[config.mk]
export PLATFORM = sky130hd
export DESIGN_NAME = nmea_gga_position_parser_flat
export DESIGN_NICKNAME = d
export VERILOG_FILES = /design/src/rtl/core/ngp_pkg.sv /design/src/rtl/core/ngp_if.sv /design/src/rtl/core/ngp_parser.sv /design/src/rtl/core/ngp_to_e7.sv /design/src/rtl/core/nmea_gga_position_parser.sv /design/src/flat_wrapper.sv
export VERILOG_INCLUDE_DIRS = /design/src /design/src/rtl/core
export SDC_FILE = /design/constraint.sdc
export NUM_CORES = 2
export LEC_CHECK = 0
export BUFFER_PORTS_ARGS = -buffer_cell sky130_fd_sc_hd__buf_2
export CAP_MARGIN = 5
export CORE_ASPECT_RATIO = 0.8
export CORE_MARGIN = 2
export CORE_UTILIZATION = 55
export CTS_BUF_LIST = sky130_fd_sc_hd__clkbuf_16
export DETAILED_ROUTE_END_ITERATION = 6
export GPL_TIMING_DRIVEN = 0
export PLACE_DENSITY = 0.71
export SLEW_MARGIN = 20
export SYNTH_ARGS = -nofsm -noshare
export SYNTH_HDL_FRONTEND = slang
export SYNTH_SLANG_ARGS = --single-unit
[constraint.sdc]
create_clock -name clk -period 13.2 [get_ports clk]
set_clock_uncertainty 0.15 [all_clocks]
set_input_delay 1.32 -clock clk [delete_from_list [all_inputs] [get_ports clk]]
set_output_delay 1.32 -clock clk [all_outputs]
set_load 0.05 [all_outputs]
[src/rtl/core/nmea_gga_position_parser_macros.svh]
// Assertion helpers for the file that carries concurrent checks.
`ifndef NMEA_GGA_POSITION_PARSER_MACROS_SVH
`define NMEA_GGA_POSITION_PARSER_MACROS_SVH

// Same-cycle implication, disabled while reset is asserted.
`define NGP_ASSERT_IMP(label, clk, rst_n, ante, cons) \
    label: assert property (@(posedge clk) disable iff (!rst_n) (ante) |-> (cons)) \
        else $error("ngp check failed: same-cycle implication");

// Next-cycle implication, disabled while reset is asserted.
`define NGP_ASSERT_NEXT(label, clk, rst_n, ante, cons) \
    label: assert property (@(posedge clk) disable iff (!rst_n) (ante) |=> (cons)) \
        else $error("ngp check failed: next-cycle implication");

`endif

[src/rtl/core/ngp_pkg.sv]
`default_nettype none

package ngp_pkg;

    // Field widths
    localparam int CHAR_W  = 8;
    localparam int WHOLE_W = 17;
    localparam int ND_W    = 3;
    localparam int CNT_W   = 4;
    localparam int LAT_W   = 30;
    localparam int LON_W   = 34;
    localparam int E7_W    = 34;
    localparam int DEG_W   = 10;
    localparam int MIN_W   = 7;
    localparam int FNORM_W = 24;
    localparam int NUM_W   = 30;
    localparam int QUOT_W  = 25;

    // Number of registered stages between the closing byte and the result port
    localparam int NSTAGE = 8;

    localparam int DEF_MAX_FRAC_DIGITS = 5;
    localparam int E7_DIGITS           = 7;

    // Characters
    localparam logic [CHAR_W-1:0] CH_DOLLAR = 8'h24;
    localparam logic [CHAR_W-1:0] CH_STAR   = 8'h2A;
    localparam logic [CHAR_W-1:0] CH_COMMA  = 8'h2C;
    localparam logic [CHAR_W-1:0] CH_DOT    = 8'h2E;
    localparam logic [CHAR_W-1:0] CH_ZERO   = 8'h30;
    localparam logic [CHAR_W-1:0] CH_NINE   = 8'h39;
    localparam logic [CHAR_W-1:0] CH_SPACE  = 8'h20;
    localparam logic [CHAR_W-1:0] CH_DEL    = 8'h7F;

    // Field numbers after the k-th comma
    localparam logic [CNT_W-1:0] FLD_LAT   = 4'd2;
    localparam logic [CNT_W-1:0] FLD_NS    = 4'd3;
    localparam logic [CNT_W-1:0] FLD_LON   = 4'd4;
    localparam logic [CNT_W-1:0] FLD_EW    = 4'd5;
    localparam logic [CNT_W-1:0] FLD_FIX   = 4'd6;
    localparam logic [CNT_W-1:0] FLD_SATS  = 4'd7;
    localparam logic [CNT_W-1:0] COMMA_MAX = 4'd15;

    localparam logic [7:0] FIX_GPS = 8'd1;

    // Saturation limits
    localparam logic [19:0]       WHOLE_MAX = 20'd99999;
    localparam logic [19:0]       COUNT_MAX = 20'd255;
    localparam logic [E7_W-1:0]   LAT_MAX   = 34'd1006666665;
    localparam logic [E7_W-1:0]   LON_MAX   = 34'd9996666665;
    localparam logic [E7_W-1:0]   E7        = 34'd10000000;

    // Division by 100 of a 17-bit value: (w * R100) >> 24
    localparam logic [17:0] R100      = 18'd167773;
    localparam int          R100_SH   = 24;
    localparam logic [WHOLE_W-1:0] CENT = 17'd100;
    // Division by 15 of a 28-bit value: (n * R15) >> 32
    localparam logic [28:0] R15       = 29'd286331154;
    localparam int          R15_SH    = 32;

    typedef struct packed {
        logic              fix_valid;
        logic [CHAR_W-1:0] ns;
        logic [CHAR_W-1:0] ew;
        logic [7:0]        fix;
        logic [7:0]        sats;
        logic              err;
    } ngp_side_t;

    function automatic logic [FNORM_W-1:0] ngp_pow10(input logic [ND_W-1:0] n);
        logic [FNORM_W-1:0] p;
        case (n)
            3'd0: p = 24'd1;
            3'd1: p = 24'd10;
            3'd2: p = 24'd100;
            3'd3: p = 24'd1000;
            3'd4: p = 24'd10000;
            3'd5: p = 24'd100000;
            3'd6: p = 24'd1000000;
            default: p = 24'd10000000;
        endcase
        return p;
    endfunction

endpackage

`default_nettype wire

[src/rtl/core/ngp_if.sv]
`default_nettype none

interface ngp_char_if import ngp_pkg::*; ();
    logic              valid;
    logic              ready;
    logic [CHAR_W-1:0] char_in;

    modport source (output valid, output char_in, input ready);
    modport sink   (input valid, input char_in, output ready);
endinterface

interface ngp_result_if import ngp_pkg::*; ();
    logic              valid;
    logic              ready;
    logic              fix_valid;
    logic [LAT_W-1:0]  latitude_e7;
    logic [CHAR_W-1:0] north_south_char;
    logic [LON_W-1:0]  longitude_e7;
    logic [CHAR_W-1:0] east_west_char;
    logic [7:0]        fix_quality;
    logic [7:0]        satellites;
    logic              format_error;

    modport source (output valid, output fix_valid, output latitude_e7,
                    output north_south_char, output longitude_e7,
                    output east_west_char, output fix_quality,
                    output satellites, output format_error, input ready);
    modport sink   (input valid, input fix_valid, input latitude_e7,
                    input north_south_char, input longitude_e7,
                    input east_west_char, input fix_quality,
                    input satellites, input format_error, output ready);
endinterface

`default_nettype wire

[src/rtl/core/ngp_parser.sv]
`default_nettype none

module ngp_parser import ngp_pkg::*; #(
    parameter int MAX_FRAC_DIGITS = DEF_MAX_FRAC_DIGITS,
    localparam int FRAC_W = $clog2(int'(ngp_pow10(ND_W'(MAX_FRAC_DIGITS))))
) (
    input  wire logic               clk,
    input  wire logic               rst_n,
    input  wire logic               accept,
    input  wire logic [CHAR_W-1:0]  char_in,
    output logic                    rec_valid,
    output logic [WHOLE_W-1:0]      lat_whole,
    output logic [FRAC_W-1:0]       lat_frac,
    output logic [ND_W-1:0]         lat_nd,
    output logic [WHOLE_W-1:0]      lon_whole,
    output logic [FRAC_W-1:0]       lon_frac,
    output logic [ND_W-1:0]         lon_nd,
    output ngp_side_t               rec_side
);

    logic               in_sentence_reg, in_sentence_next;
    logic [CNT_W-1:0]   comma_count_reg, comma_count_next;
    logic [WHOLE_W-1:0] whole_accum_reg, whole_accum_next;
    logic [FRAC_W-1:0]  frac_accum_reg, frac_accum_next;
    logic [ND_W-1:0]    frac_digits_reg, frac_digits_next;
    logic               seen_dot_reg, seen_dot_next;
    logic               field_seen_reg, field_seen_next;
    logic [WHOLE_W-1:0] lat_whole_reg, lat_whole_next;
    logic [FRAC_W-1:0]  lat_frac_reg, lat_frac_next;
    logic [ND_W-1:0]    lat_nd_reg, lat_nd_next;
    logic [WHOLE_W-1:0] lon_whole_reg, lon_whole_next;
    logic [FRAC_W-1:0]  lon_frac_reg, lon_frac_next;
    logic [ND_W-1:0]    lon_nd_reg, lon_nd_next;
    logic [CHAR_W-1:0]  ns_hold_reg, ns_hold_next;
    logic [CHAR_W-1:0]  ew_hold_reg, ew_hold_next;
    logic [7:0]         fix_hold_reg, fix_hold_next;
    logic [7:0]         sats_hold_reg, sats_hold_next;
    logic               error_hold_reg, error_hold_next;

    logic               is_digit, is_close, is_comma, is_dollar;
    logic [3:0]         digit_val;
    logic [19:0]        whole_x10;
    logic [FRAC_W+3:0]  frac_x10;
    logic [7:0]         whole_sat8;
    logic               fin_err;
    logic               close_err;
    logic [WHOLE_W-1:0] lat_whole_fin, lon_whole_fin;
    logic [FRAC_W-1:0]  lat_frac_fin, lon_frac_fin;
    logic [ND_W-1:0]    lat_nd_fin, lon_nd_fin;
    logic [7:0]         fix_fin, sats_fin;

    always_comb
    begin
        is_digit  = (char_in >= CH_ZERO) && (char_in <= CH_NINE);
        is_close  = (char_in == CH_STAR) || (char_in < CH_SPACE) || (char_in == CH_DEL);
        is_comma  = (char_in == CH_COMMA);
        is_dollar = (char_in == CH_DOLLAR);
        digit_val = 4'(char_in - CH_ZERO);
        whole_x10 = 20'(whole_accum_reg) * 20'd10 + 20'(digit_val);
        frac_x10  = (FRAC_W+4)'(frac_accum_reg) * (FRAC_W+4)'(10) + (FRAC_W+4)'(digit_val);
        whole_sat8 = (20'(whole_accum_reg) > COUNT_MAX) ? 8'hFF : whole_accum_reg[7:0];

        // Values as they stand once the current field has been closed.
        fin_err = (comma_count_reg >= FLD_LAT) && (comma_count_reg <= FLD_SATS)
                  && !field_seen_reg;
        lat_whole_fin = lat_whole_reg;
        lat_frac_fin  = lat_frac_reg;
        lat_nd_fin    = lat_nd_reg;
        lon_whole_fin = lon_whole_reg;
        lon_frac_fin  = lon_frac_reg;
        lon_nd_fin    = lon_nd_reg;
        fix_fin       = fix_hold_reg;
        sats_fin      = sats_hold_reg;
        if ((comma_count_reg == FLD_LAT) && field_seen_reg)
        begin
            lat_whole_fin = whole_accum_reg;
            lat_frac_fin  = frac_accum_reg;
            lat_nd_fin    = frac_digits_reg;
        end
        if ((comma_count_reg == FLD_LON) && field_seen_reg)
        begin
            lon_whole_fin = whole_accum_reg;
            lon_frac_fin  = frac_accum_reg;
            lon_nd_fin    = frac_digits_reg;
        end
        if (comma_count_reg == FLD_FIX)
            fix_fin = whole_sat8;
        if (comma_count_reg == FLD_SATS)
            sats_fin = whole_sat8;

        close_err = error_hold_reg || fin_err || (comma_count_reg < FLD_SATS);

        rec_valid = accept && !is_dollar && in_sentence_reg && is_close;
        lat_whole = lat_whole_fin;
        lat_frac  = lat_frac_fin;
        lat_nd    = lat_nd_fin;
        lon_whole = lon_whole_fin;
        lon_frac  = lon_frac_fin;
        lon_nd    = lon_nd_fin;
        rec_side.fix_valid = (fix_fin == FIX_GPS) && !close_err;
        rec_side.ns   = ns_hold_reg;
        rec_side.ew   = ew_hold_reg;
        rec_side.fix  = fix_fin;
        rec_side.sats = sats_fin;
        rec_side.err  = close_err;

        in_sentence_next = in_sentence_reg;
        comma_count_next = comma_count_reg;
        whole_accum_next = whole_accum_reg;
        frac_accum_next  = frac_accum_reg;
        frac_digits_next = frac_digits_reg;
        seen_dot_next    = seen_dot_reg;
        field_seen_next  = field_seen_reg;
        lat_whole_next   = lat_whole_reg;
        lat_frac_next    = lat_frac_reg;
        lat_nd_next      = lat_nd_reg;
        lon_whole_next   = lon_whole_reg;
        lon_frac_next    = lon_frac_reg;
        lon_nd_next      = lon_nd_reg;
        ns_hold_next     = ns_hold_reg;
        ew_hold_next     = ew_hold_reg;
        fix_hold_next    = fix_hold_reg;
        sats_hold_next   = sats_hold_reg;
        error_hold_next  = error_hold_reg;

        if (accept)
        begin
            if (is_dollar)
            begin
                in_sentence_next = 1'b1;
                comma_count_next = '0;
                whole_accum_next = '0;
                frac_accum_next  = '0;
                frac_digits_next = '0;
                seen_dot_next    = 1'b0;
                field_seen_next  = 1'b0;
                lat_whole_next   = '0;
                lat_frac_next    = '0;
                lat_nd_next      = '0;
                lon_whole_next   = '0;
                lon_frac_next    = '0;
                lon_nd_next      = '0;
                ns_hold_next     = '0;
                ew_hold_next     = '0;
                fix_hold_next    = '0;
                sats_hold_next   = '0;
                error_hold_next  = 1'b0;
            end
            else if (in_sentence_reg)
            begin
                if (is_close)
                begin
                    // The result item carries everything; the next '$' clears the rest.
                    in_sentence_next = 1'b0;
                end
                else if (is_comma)
                begin
                    error_hold_next  = error_hold_reg || fin_err;
                    lat_whole_next   = lat_whole_fin;
                    lat_frac_next    = lat_frac_fin;
                    lat_nd_next      = lat_nd_fin;
                    lon_whole_next   = lon_whole_fin;
                    lon_frac_next    = lon_frac_fin;
                    lon_nd_next      = lon_nd_fin;
                    fix_hold_next    = fix_fin;
                    sats_hold_next   = sats_fin;
                    whole_accum_next = '0;
                    frac_accum_next  = '0;
                    frac_digits_next = '0;
                    seen_dot_next    = 1'b0;
                    field_seen_next  = 1'b0;
                    if (comma_count_reg != COMMA_MAX)
                        comma_count_next = comma_count_reg + 4'd1;
                end
                else
                begin
                    case (comma_count_reg) inside
                        FLD_LAT, FLD_LON:
                        begin
                            if (is_digit)
                            begin
                                field_seen_next = 1'b1;
                                if (seen_dot_reg)
                                begin
                                    if (frac_digits_reg < ND_W'(MAX_FRAC_DIGITS))
                                    begin
                                        frac_accum_next  = FRAC_W'(frac_x10);
                                        frac_digits_next = frac_digits_reg + 3'd1;
                                    end
                                end
                                else if (whole_x10 > WHOLE_MAX)
                                    whole_accum_next = WHOLE_W'(WHOLE_MAX);
                                else
                                    whole_accum_next = WHOLE_W'(whole_x10);
                            end
                            else if ((char_in == CH_DOT) && !seen_dot_reg)
                                seen_dot_next = 1'b1;
                            else
                                error_hold_next = 1'b1;
                        end
                        FLD_NS, FLD_EW:
                        begin
                            if (!field_seen_reg)
                            begin
                                if (comma_count_reg == FLD_NS)
                                    ns_hold_next = char_in;
                                else
                                    ew_hold_next = char_in;
                            end
                            field_seen_next = 1'b1;
                        end
                        FLD_FIX, FLD_SATS:
                        begin
                            if (is_digit)
                            begin
                                field_seen_next = 1'b1;
                                if (whole_x10 > COUNT_MAX)
                                    whole_accum_next = WHOLE_W'(COUNT_MAX);
                                else
                                    whole_accum_next = WHOLE_W'(whole_x10);
                            end
                            else
                                error_hold_next = 1'b1;
                        end
                        default:
                        begin
                        end
                    endcase
                end
            end
        end
    end

    always_ff @(posedge clk or negedge rst_n)
    begin
        if (!rst_n)
        begin
            in_sentence_reg <= 1'b0;
            comma_count_reg <= '0;
            whole_accum_reg <= '0;
            frac_accum_reg  <= '0;
            frac_digits_reg <= '0;
            seen_dot_reg    <= 1'b0;
            field_seen_reg  <= 1'b0;
            lat_whole_reg   <= '0;
            lat_frac_reg    <= '0;
            lat_nd_reg      <= '0;
            lon_whole_reg   <= '0;
            lon_frac_reg    <= '0;
            lon_nd_reg      <= '0;
            ns_hold_reg     <= '0;
            ew_hold_reg     <= '0;
            fix_hold_reg    <= '0;
            sats_hold_reg   <= '0;
            error_hold_reg  <= 1'b0;
        end
        else
        begin
            in_sentence_reg <= in_sentence_next;
            comma_count_reg <= comma_count_next;
            whole_accum_reg <= whole_accum_next;
            frac_accum_reg  <= frac_accum_next;
            frac_digits_reg <= frac_digits_next;
            seen_dot_reg    <= seen_dot_next;
            field_seen_reg  <= field_seen_next;
            lat_whole_reg   <= lat_whole_next;
            lat_frac_reg    <= lat_frac_next;
            lat_nd_reg      <= lat_nd_next;
            lon_whole_reg   <= lon_whole_next;
            lon_frac_reg    <= lon_frac_next;
            lon_nd_reg      <= lon_nd_next;
            ns_hold_reg     <= ns_hold_next;
            ew_hold_reg     <= ew_hold_next;
            fix_hold_reg    <= fix_hold_next;
            sats_hold_reg   <= sats_hold_next;
            error_hold_reg  <= error_hold_next;
        end
    end

endmodule

`default_nettype wire

[src/rtl/core/ngp_to_e7.sv]
`default_nettype none

// Converts DDMM.mmmm (whole part, kept fraction digits and their count) into
// degrees in units of 1e-7. The fraction is first scaled to a fixed number of
// digits so that the division by sixty minutes is by a constant.
module ngp_to_e7 import ngp_pkg::*; #(
    parameter int              MAX_FRAC_DIGITS = DEF_MAX_FRAC_DIGITS,
    parameter logic [E7_W-1:0] LIMIT           = LON_MAX,
    localparam int FRAC_W = $clog2(int'(ngp_pow10(ND_W'(MAX_FRAC_DIGITS))))
) (
    input  wire logic               clk,
    input  wire logic [NSTAGE-1:0]  en,
    input  wire logic [WHOLE_W-1:0] whole,
    input  wire logic [FRAC_W-1:0]  frac,
    input  wire logic [ND_W-1:0]    nd,
    output logic      [E7_W-1:0]    e7
);

    localparam logic [NUM_W-1:0] POW_M    = NUM_W'(ngp_pow10(ND_W'(MAX_FRAC_DIGITS)));
    localparam logic [NUM_W-1:0] POW_REST =
        NUM_W'(ngp_pow10(ND_W'(E7_DIGITS - MAX_FRAC_DIGITS)));

    logic [WHOLE_W-1:0] w0_reg, w1_reg;
    logic [FRAC_W-1:0]  f0_reg;
    logic [ND_W-1:0]    n0_reg;
    logic [DEG_W-1:0]   q1_reg, q2_reg, q3_reg, q4_reg, q5_reg;
    logic [FNORM_W-1:0] fn1_reg, fn2_reg;
    logic [MIN_W-1:0]   mn2_reg;
    logic [NUM_W-1:0]   a3_reg, n4_reg;
    logic [QUOT_W-1:0]  quot5_reg, quot6_reg;
    logic [E7_W-1:0]    d6_reg, e7_reg;

    logic [34:0]        q1_prod;
    logic [FNORM_W-1:0] fn1_next;
    logic [WHOLE_W-1:0] rem2;
    logic [56:0]        quot5_prod;
    logic [E7_W-1:0]    sum7;

    always_comb
    begin
        q1_prod    = 35'(w0_reg) * 35'(R100);
        fn1_next   = FNORM_W'(f0_reg) * ngp_pow10(ND_W'(MAX_FRAC_DIGITS) - n0_reg);
        rem2       = w1_reg - WHOLE_W'(q1_reg) * CENT;
        // floor(n / 60) taken as floor(floor(n / 4) / 15)
        quot5_prod = 57'(n4_reg[NUM_W-1:2]) * 57'(R15);
        sum7       = d6_reg + E7_W'(quot6_reg);
        e7         = e7_reg;
    end

    always_ff @(posedge clk)
    begin
        if (en[0])
        begin
            w0_reg <= whole;
            f0_reg <= frac;
            n0_reg <= nd;
        end
        if (en[1])
        begin
            q1_reg  <= q1_prod[R100_SH+DEG_W-1:R100_SH];
            w1_reg  <= w0_reg;
            fn1_reg <= fn1_next;
        end
        if (en[2])
        begin
            mn2_reg <= rem2[MIN_W-1:0];
            q2_reg  <= q1_reg;
            fn2_reg <= fn1_reg;
        end
        if (en[3])
        begin
            a3_reg <= NUM_W'(mn2_reg) * POW_M + NUM_W'(fn2_reg);
            q3_reg <= q2_reg;
        end
        if (en[4])
        begin
            n4_reg <= a3_reg * POW_REST;
            q4_reg <= q3_reg;
        end
        if (en[5])
        begin
            quot5_reg <= quot5_prod[R15_SH+QUOT_W-1:R15_SH];
            q5_reg    <= q4_reg;
        end
        if (en[6])
        begin
            d6_reg    <= E7_W'(q5_reg) * E7;
            quot6_reg <= quot5_reg;
        end
        if (en[7])
            e7_reg <= (sum7 > LIMIT) ? LIMIT : sum7;
    end

endmodule

`default_nettype wire

[src/rtl/core/nmea_gga_position_parser.sv]
// Channel      Direction  Payload
// char_chan    in         char_in (8)
// result_chan  out        fix_valid, latitude_e7 (30), north_south_char,
//                         longitude_e7 (34), east_west_char, fix_quality,
//                         satellites, format_error
//
// One byte is accepted every cycle while char_chan.ready is high. A closing byte
// starts a result item down an eight-stage conversion pipeline, offered from its
// last stage. Each stage advances whenever the one after it is empty or moving, so
// bubbles close up behind a stalled result and char_chan.ready falls only when all
// eight stages hold items. Reset clears the parser state and the stage valid bits.
`default_nettype none

`include "nmea_gga_position_parser_macros.svh"

module nmea_gga_position_parser import ngp_pkg::*; #(
    parameter int MAX_FRAC_DIGITS = DEF_MAX_FRAC_DIGITS
) (
    input  wire logic  clk,
    input  wire logic  rst_n,
    ngp_char_if.sink   char_chan,
    ngp_result_if.source result_chan
);

    localparam int FRAC_W = $clog2(int'(ngp_pow10(ND_W'(MAX_FRAC_DIGITS))));

    logic               accept;
    logic               rec_valid;
    logic [WHOLE_W-1:0] lat_whole, lon_whole;
    logic [FRAC_W-1:0]  lat_frac, lon_frac;
    logic [ND_W-1:0]    lat_nd, lon_nd;
    ngp_side_t          rec_side;
    logic [E7_W-1:0]    lat_e7, lon_e7;

    logic [NSTAGE:0]    stage_ready;
    logic [NSTAGE-1:0]  stage_valid_reg, stage_valid_next;
    ngp_side_t          side_reg [NSTAGE];

    always_comb
    begin
        stage_ready[NSTAGE] = result_chan.ready;
        for (int i = NSTAGE - 1; i >= 0; i--)
            stage_ready[i] = !stage_valid_reg[i] || stage_ready[i+1];
        for (int i = 0; i < NSTAGE; i++)
        begin
            if (!stage_ready[i])
                stage_valid_next[i] = stage_valid_reg[i];
            else if (i == 0)
                stage_valid_next[i] = rec_valid;
            else
                stage_valid_next[i] = stage_valid_reg[i-1];
        end
    end

    assign char_chan.ready = stage_ready[0];
    assign accept          = char_chan.valid && stage_ready[0];

    ngp_parser #(
        .MAX_FRAC_DIGITS (MAX_FRAC_DIGITS)
    ) u_parser (
        .clk       (clk),
        .rst_n     (rst_n),
        .accept    (accept),
        .char_in   (char_chan.char_in),
        .rec_valid (rec_valid),
        .lat_whole (lat_whole),
        .lat_frac  (lat_frac),
        .lat_nd    (lat_nd),
        .lon_whole (lon_whole),
        .lon_frac  (lon_frac),
        .lon_nd    (lon_nd),
        .rec_side  (rec_side)
    );

    ngp_to_e7 #(
        .MAX_FRAC_DIGITS (MAX_FRAC_DIGITS),
        .LIMIT           (LAT_MAX)
    ) u_lat (
        .clk   (clk),
        .en    (stage_ready[NSTAGE-1:0]),
        .whole (lat_whole),
        .frac  (lat_frac),
        .nd    (lat_nd),
        .e7    (lat_e7)
    );

    ngp_to_e7 #(
        .MAX_FRAC_DIGITS (MAX_FRAC_DIGITS),
        .LIMIT           (LON_MAX)
    ) u_lon (
        .clk   (clk),
        .en    (stage_ready[NSTAGE-1:0]),
        .whole (lon_whole),
        .frac  (lon_frac),
        .nd    (lon_nd),
        .e7    (lon_e7)
    );

    always_ff @(posedge clk or negedge rst_n)
    begin
        if (!rst_n)
            stage_valid_reg <= '0;
        else
            stage_valid_reg <= stage_valid_next;
    end

    // The remaining result fields ride alongside the conversion stages.
    always_ff @(posedge clk)
    begin
        for (int i = 0; i < NSTAGE; i++)
        begin
            if (stage_ready[i])
            begin
                if (i == 0)
                    side_reg[i] <= rec_side;
                else
                    side_reg[i] <= side_reg[i-1];
            end
        end
    end

    assign result_chan.valid            = stage_valid_reg[NSTAGE-1];
    assign result_chan.fix_valid        = side_reg[NSTAGE-1].fix_valid;
    assign result_chan.latitude_e7      = lat_e7[LAT_W-1:0];
    assign result_chan.north_south_char = side_reg[NSTAGE-1].ns;
    assign result_chan.longitude_e7     = lon_e7[LON_W-1:0];
    assign result_chan.east_west_char   = side_reg[NSTAGE-1].ew;
    assign result_chan.fix_quality      = side_reg[NSTAGE-1].fix;
    assign result_chan.satellites       = side_reg[NSTAGE-1].sats;
    assign result_chan.format_error     = side_reg[NSTAGE-1].err;

    `NGP_ASSERT_IMP(a_ready_only_when_full, clk, rst_n, !char_chan.ready, &stage_valid_reg)
    `NGP_ASSERT_NEXT(a_close_enters_pipe, clk, rst_n, rec_valid, stage_valid_reg[0])
    `NGP_ASSERT_IMP(a_lat_in_range, clk, rst_n, result_chan.valid,
                    E7_W'(result_chan.latitude_e7) <= LAT_MAX)
    `NGP_ASSERT_IMP(a_fix_consistent, clk, rst_n, result_chan.valid && result_chan.fix_valid,
                    !result_chan.format_error && (result_chan.fix_quality == FIX_GPS))

endmodule

`default_nettype wire

[src/flat_wrapper.sv]
// flat-port wrapper written by rule: the top's interface ports become plain ports
module nmea_gga_position_parser_flat import ngp_pkg::*;
#(
    parameter int MAX_FRAC_DIGITS = DEF_MAX_FRAC_DIGITS
)
  (clk, rst_n, char_chan_valid, char_chan_char_in, char_chan_ready, result_chan_valid, result_chan_fix_valid, result_chan_latitude_e7, result_chan_north_south_char, result_chan_longitude_e7, result_chan_east_west_char, result_chan_fix_quality, result_chan_satellites, result_chan_format_error, result_chan_ready);
  ngp_char_if char_chan_i ();
  ngp_result_if result_chan_i ();
  input  wire logic clk;
  input  wire logic rst_n;
  input wire logic [$bits(char_chan_i.valid)-1:0] char_chan_valid;
  input wire logic [$bits(char_chan_i.char_in)-1:0] char_chan_char_in;
  output wire logic [$bits(char_chan_i.ready)-1:0] char_chan_ready;
  output wire logic [$bits(result_chan_i.valid)-1:0] result_chan_valid;
  output wire logic [$bits(result_chan_i.fix_valid)-1:0] result_chan_fix_valid;
  output wire logic [$bits(result_chan_i.latitude_e7)-1:0] result_chan_latitude_e7;
  output wire logic [$bits(result_chan_i.north_south_char)-1:0] result_chan_north_south_char;
  output wire logic [$bits(result_chan_i.longitude_e7)-1:0] result_chan_longitude_e7;
  output wire logic [$bits(result_chan_i.east_west_char)-1:0] result_chan_east_west_char;
  output wire logic [$bits(result_chan_i.fix_quality)-1:0] result_chan_fix_quality;
  output wire logic [$bits(result_chan_i.satellites)-1:0] result_chan_satellites;
  output wire logic [$bits(result_chan_i.format_error)-1:0] result_chan_format_error;
  input wire logic [$bits(result_chan_i.ready)-1:0] result_chan_ready;
  assign char_chan_i.valid = char_chan_valid;
  assign char_chan_i.char_in = char_chan_char_in;
  assign char_chan_ready = char_chan_i.ready;
  assign result_chan_valid = result_chan_i.valid;
  assign result_chan_fix_valid = result_chan_i.fix_valid;
  assign result_chan_latitude_e7 = result_chan_i.latitude_e7;
  assign result_chan_north_south_char = result_chan_i.north_south_char;
  assign result_chan_longitude_e7 = result_chan_i.longitude_e7;
  assign result_chan_east_west_char = result_chan_i.east_west_char;
  assign result_chan_fix_quality = result_chan_i.fix_quality;
  assign result_chan_satellites = result_chan_i.satellites;
  assign result_chan_format_error = result_chan_i.format_error;
  assign result_chan_i.ready = result_chan_ready;
  nmea_gga_position_parser #(.MAX_FRAC_DIGITS(MAX_FRAC_DIGITS)) u_core (.clk(clk), .rst_n(rst_n), .char_chan(char_chan_i), .result_chan(result_chan_i));
endmodule
==> reports/results.txt <==
Psw: 1.378 mW
Rel. slew slack: 21.89%
Tot Pwr: 6.782 mW
worst reg2reg path depth: 26
synthesized area per cell: 11.01 um^2
EDFF count, synth: 894
max-cap viol count: 0
Final Hold Vio Count: 0
Die Area: 0.1737 mm^2
yosys warns: 0
Clock Latency Late Sink: 0.75 ns
largest net degree at the start of global routing: 91
Critical Path RT: 13.52 ns
Sw Ratio: 20.32%
detail-routed via count per cell: 5.332
Final GP Congestion: 0.9707
Post-Syn Area: 0.09367 mm^2
Post-CTS Setup Repair Bufs: 0
Initial Util: 55.34%
worst slew pin tran: 1.163 ns
Seq. cell area: 0.03082 mm^2
post-synth cell types: 94
Final nets: 11130
Die Wd: 465.4 um
fmax: 97.55 MHz
initial antenna violation count: 6
total clock buffers created by CTS: 107
post-route design area: 0.1013 mm^2
ANT nets after route: 0
Setup crit start kind: register
Post-synth ARST share: 15.10%
hold_buf cts: 0
fillcell total: 13950
Leak Pwr: 54.70 nW
synth cell count leaders: inv_1, ha_1, fa_1, edfxtp_1, nand2_1
synthesized flop and latch total: 1053
Internal Power: 5.404 mW
CTS tree: built
PD cells: 66.93 mW/mm^2
most common cell in the netlist: inv_1
H-tree depth: 3
initial DRC count: 3998
min cycle time layout: 10.25 ns
IO Pins: 112
Mapped Nets: 10890
final period utilization: 77.66%
remaining global-route overflow: 0
setup tns final: 0 ns
final wirelength: 200300 um
vias in the first global route: 61350
# rows: 135
cell count of the worst hold path: 0
clk sink count: 1053
clock-pin slew on the worst setup and hold paths: 0.06 ns
via count: 59200
Synth area leaders: edfxtp_1, fa_1, ha_1
DRT Pass-1 Iters: 5
residual DRC count: 0
Port Buf Inserts: 111
top-area cell type share of the netlist area: 28.66%
Setup crit end kind: register
worst setup path category: register to register
Max Slew Vio Count: 0
DP HPWL: 164300 um
final core utilization: 59.87%
first-pass GRT wire length: 327300 um
outcome: completed
Seq pwr share: 52.6%
leading register cell type out of synthesis: edfxtp_1
core footprint: 0.1693 mm^2
DIE HEIGHT: 373.1 um
area of the multi-input gates: 0.05497 mm^2
placed instance area: 0.09753 mm^2
Final setup viols: 0
Syn Inst Count: 8508
Logic pwr share: 0.4%
GRT Total Usage: 23.67%
Routed WL per cell: 18.04 um
area leader, netlist: edfxtp_1
max reg flops: 272
RSZ-0062 raised after global routing: false
VDD IR max: 0.00009612 V
Fin Hold WS: 0.2159 ns
post-cts sizing count: 0
clock share of power: 47.0%
CP max FO: 10
Syn-to-layout area delta: 8.171%
Worst EP arrival: 10.57 ns
class of the worst hold path: register to register
layout cells sized above 1: 5.747%
CTS root buf: clkbuf_16
register area share after synthesis: 32.91%
Clock Path Buffers: 3
-- cells in the final DEF (no fill, tap or decap), types with 120 or more instances in the layout --
cell type  count
clkbuf_1     120
nand2_1      606
dfrtp_1      159
a21oi_1      237
nor2_1       242
fa_1         944
edfxtp_1     894
inv_1       1939
ha_1        1426
o21ai_0      265
and2_1       201
xnor2_1      298
-- final cells by class --
class,instances,share of cell area [%]
Clock buffer,110,2.717
Buffer,159,0.7199
Multi-Input combinational cell,5369,54.25
Sequential cell,1053,30.42
Clock inverter,93,0.9990
Timing Repair Buffer,128,0.9360
Antenna cell,4,0.009879
Tap cell,2260,2.791
Inverter,1927,7.156
-- critical path: stages, from the launching register on --
cell	delay [ns]
edfxtp_1	0.42
inv_1	0.14
clkbuf_1	0.38
clkbuf_1	0.45
ha_1	0.31
clkbuf_1	0.22
nor3b_1	0.88
a21o_1	0.41
clkbuf_1	0.56
nand2_1	0.17
fa_1	0.59
fa_1	0.44
fa_1	0.49
fa_1	0.49
inv_1	0.05
fa_1	0.52
inv_1	0.05
fa_1	0.53
inv_1	0.04
ha_1	0.36
and3_1	0.25
a211oi_1	0.42
o31ai_1	0.25
o41ai_1	0.52
o21bai_1	0.16
a21oi_1	0.37
xnor2_1	0.32
-- kinds of logic (layout without fill, tap and decap cells) --
kind of cell	Yosys count	in the layout	synth area share, %
adders and majority gates	2370	2370	39.22
buffers and inverters	2086	2417	8.501
and+or+nand+nor	1559	1559	8.030
DFF	1053	1053	32.91
AOI/OAI and AO/OA	946	946	6.478
xor gates and xnor gates	402	402	3.759
muxes	92	92	1.102
other	0	4	0
-- layer usage --
metal  GRT usage, %  vias up  share of wire (%)
li1               -    28320                  -
met1          35.70    29300                 49
met2          36.05     1346                 43
met3          3.779      227                5.8
met4          5.121        0                2.2
met5              0        -                  0
-- final timing paths --
check,startpoint,endpoint,slack [ns]
max in group asynchronous,rst_n,u_core.stage_valid_reg[1],11.57
min in group asynchronous,rst_n,u_core.u_parser.whole_accum_reg[13],0.40
min,u_core.u_lon.fn1_reg[10],u_core.u_lon.fn2_reg[10],0.22
max reg2reg,u_core.u_lon.n0_reg[1],u_core.u_lon.fn1_reg[23],2.95
max,u_core.u_lon.n0_reg[1],u_core.u_lon.fn1_reg[23],2.95
min reg2reg,u_core.u_lon.fn1_reg[10],u_core.u_lon.fn2_reg[10],0.22
-- metrics by stage --
| stage | worst slack [ns] | std cells |
|---|---|---|
| final | 2.949 | 11100 |
| after global routing | 2.476 | 11100 |
| after CTS | 3.158 | 11100 |
| after detailed placement | 3.202 | 10900 |
| after global placement | -2.255 | 10880 |
| after floorplan | 2.372 | 8508 |
-- power by group through the flow --
stage	clock, mW	combinational, mW	sequential (mW)
after floorplan	0	0.00676	3.64
after global placement	0	0.0277	3.63
after detailed placement	0	0.0297	3.63
after CTS	3.26	0.0298	3.56
after global routing	3.39	0.0328	3.56
final	3.19	0.0295	3.56
(Power assumes the default switching activity.)
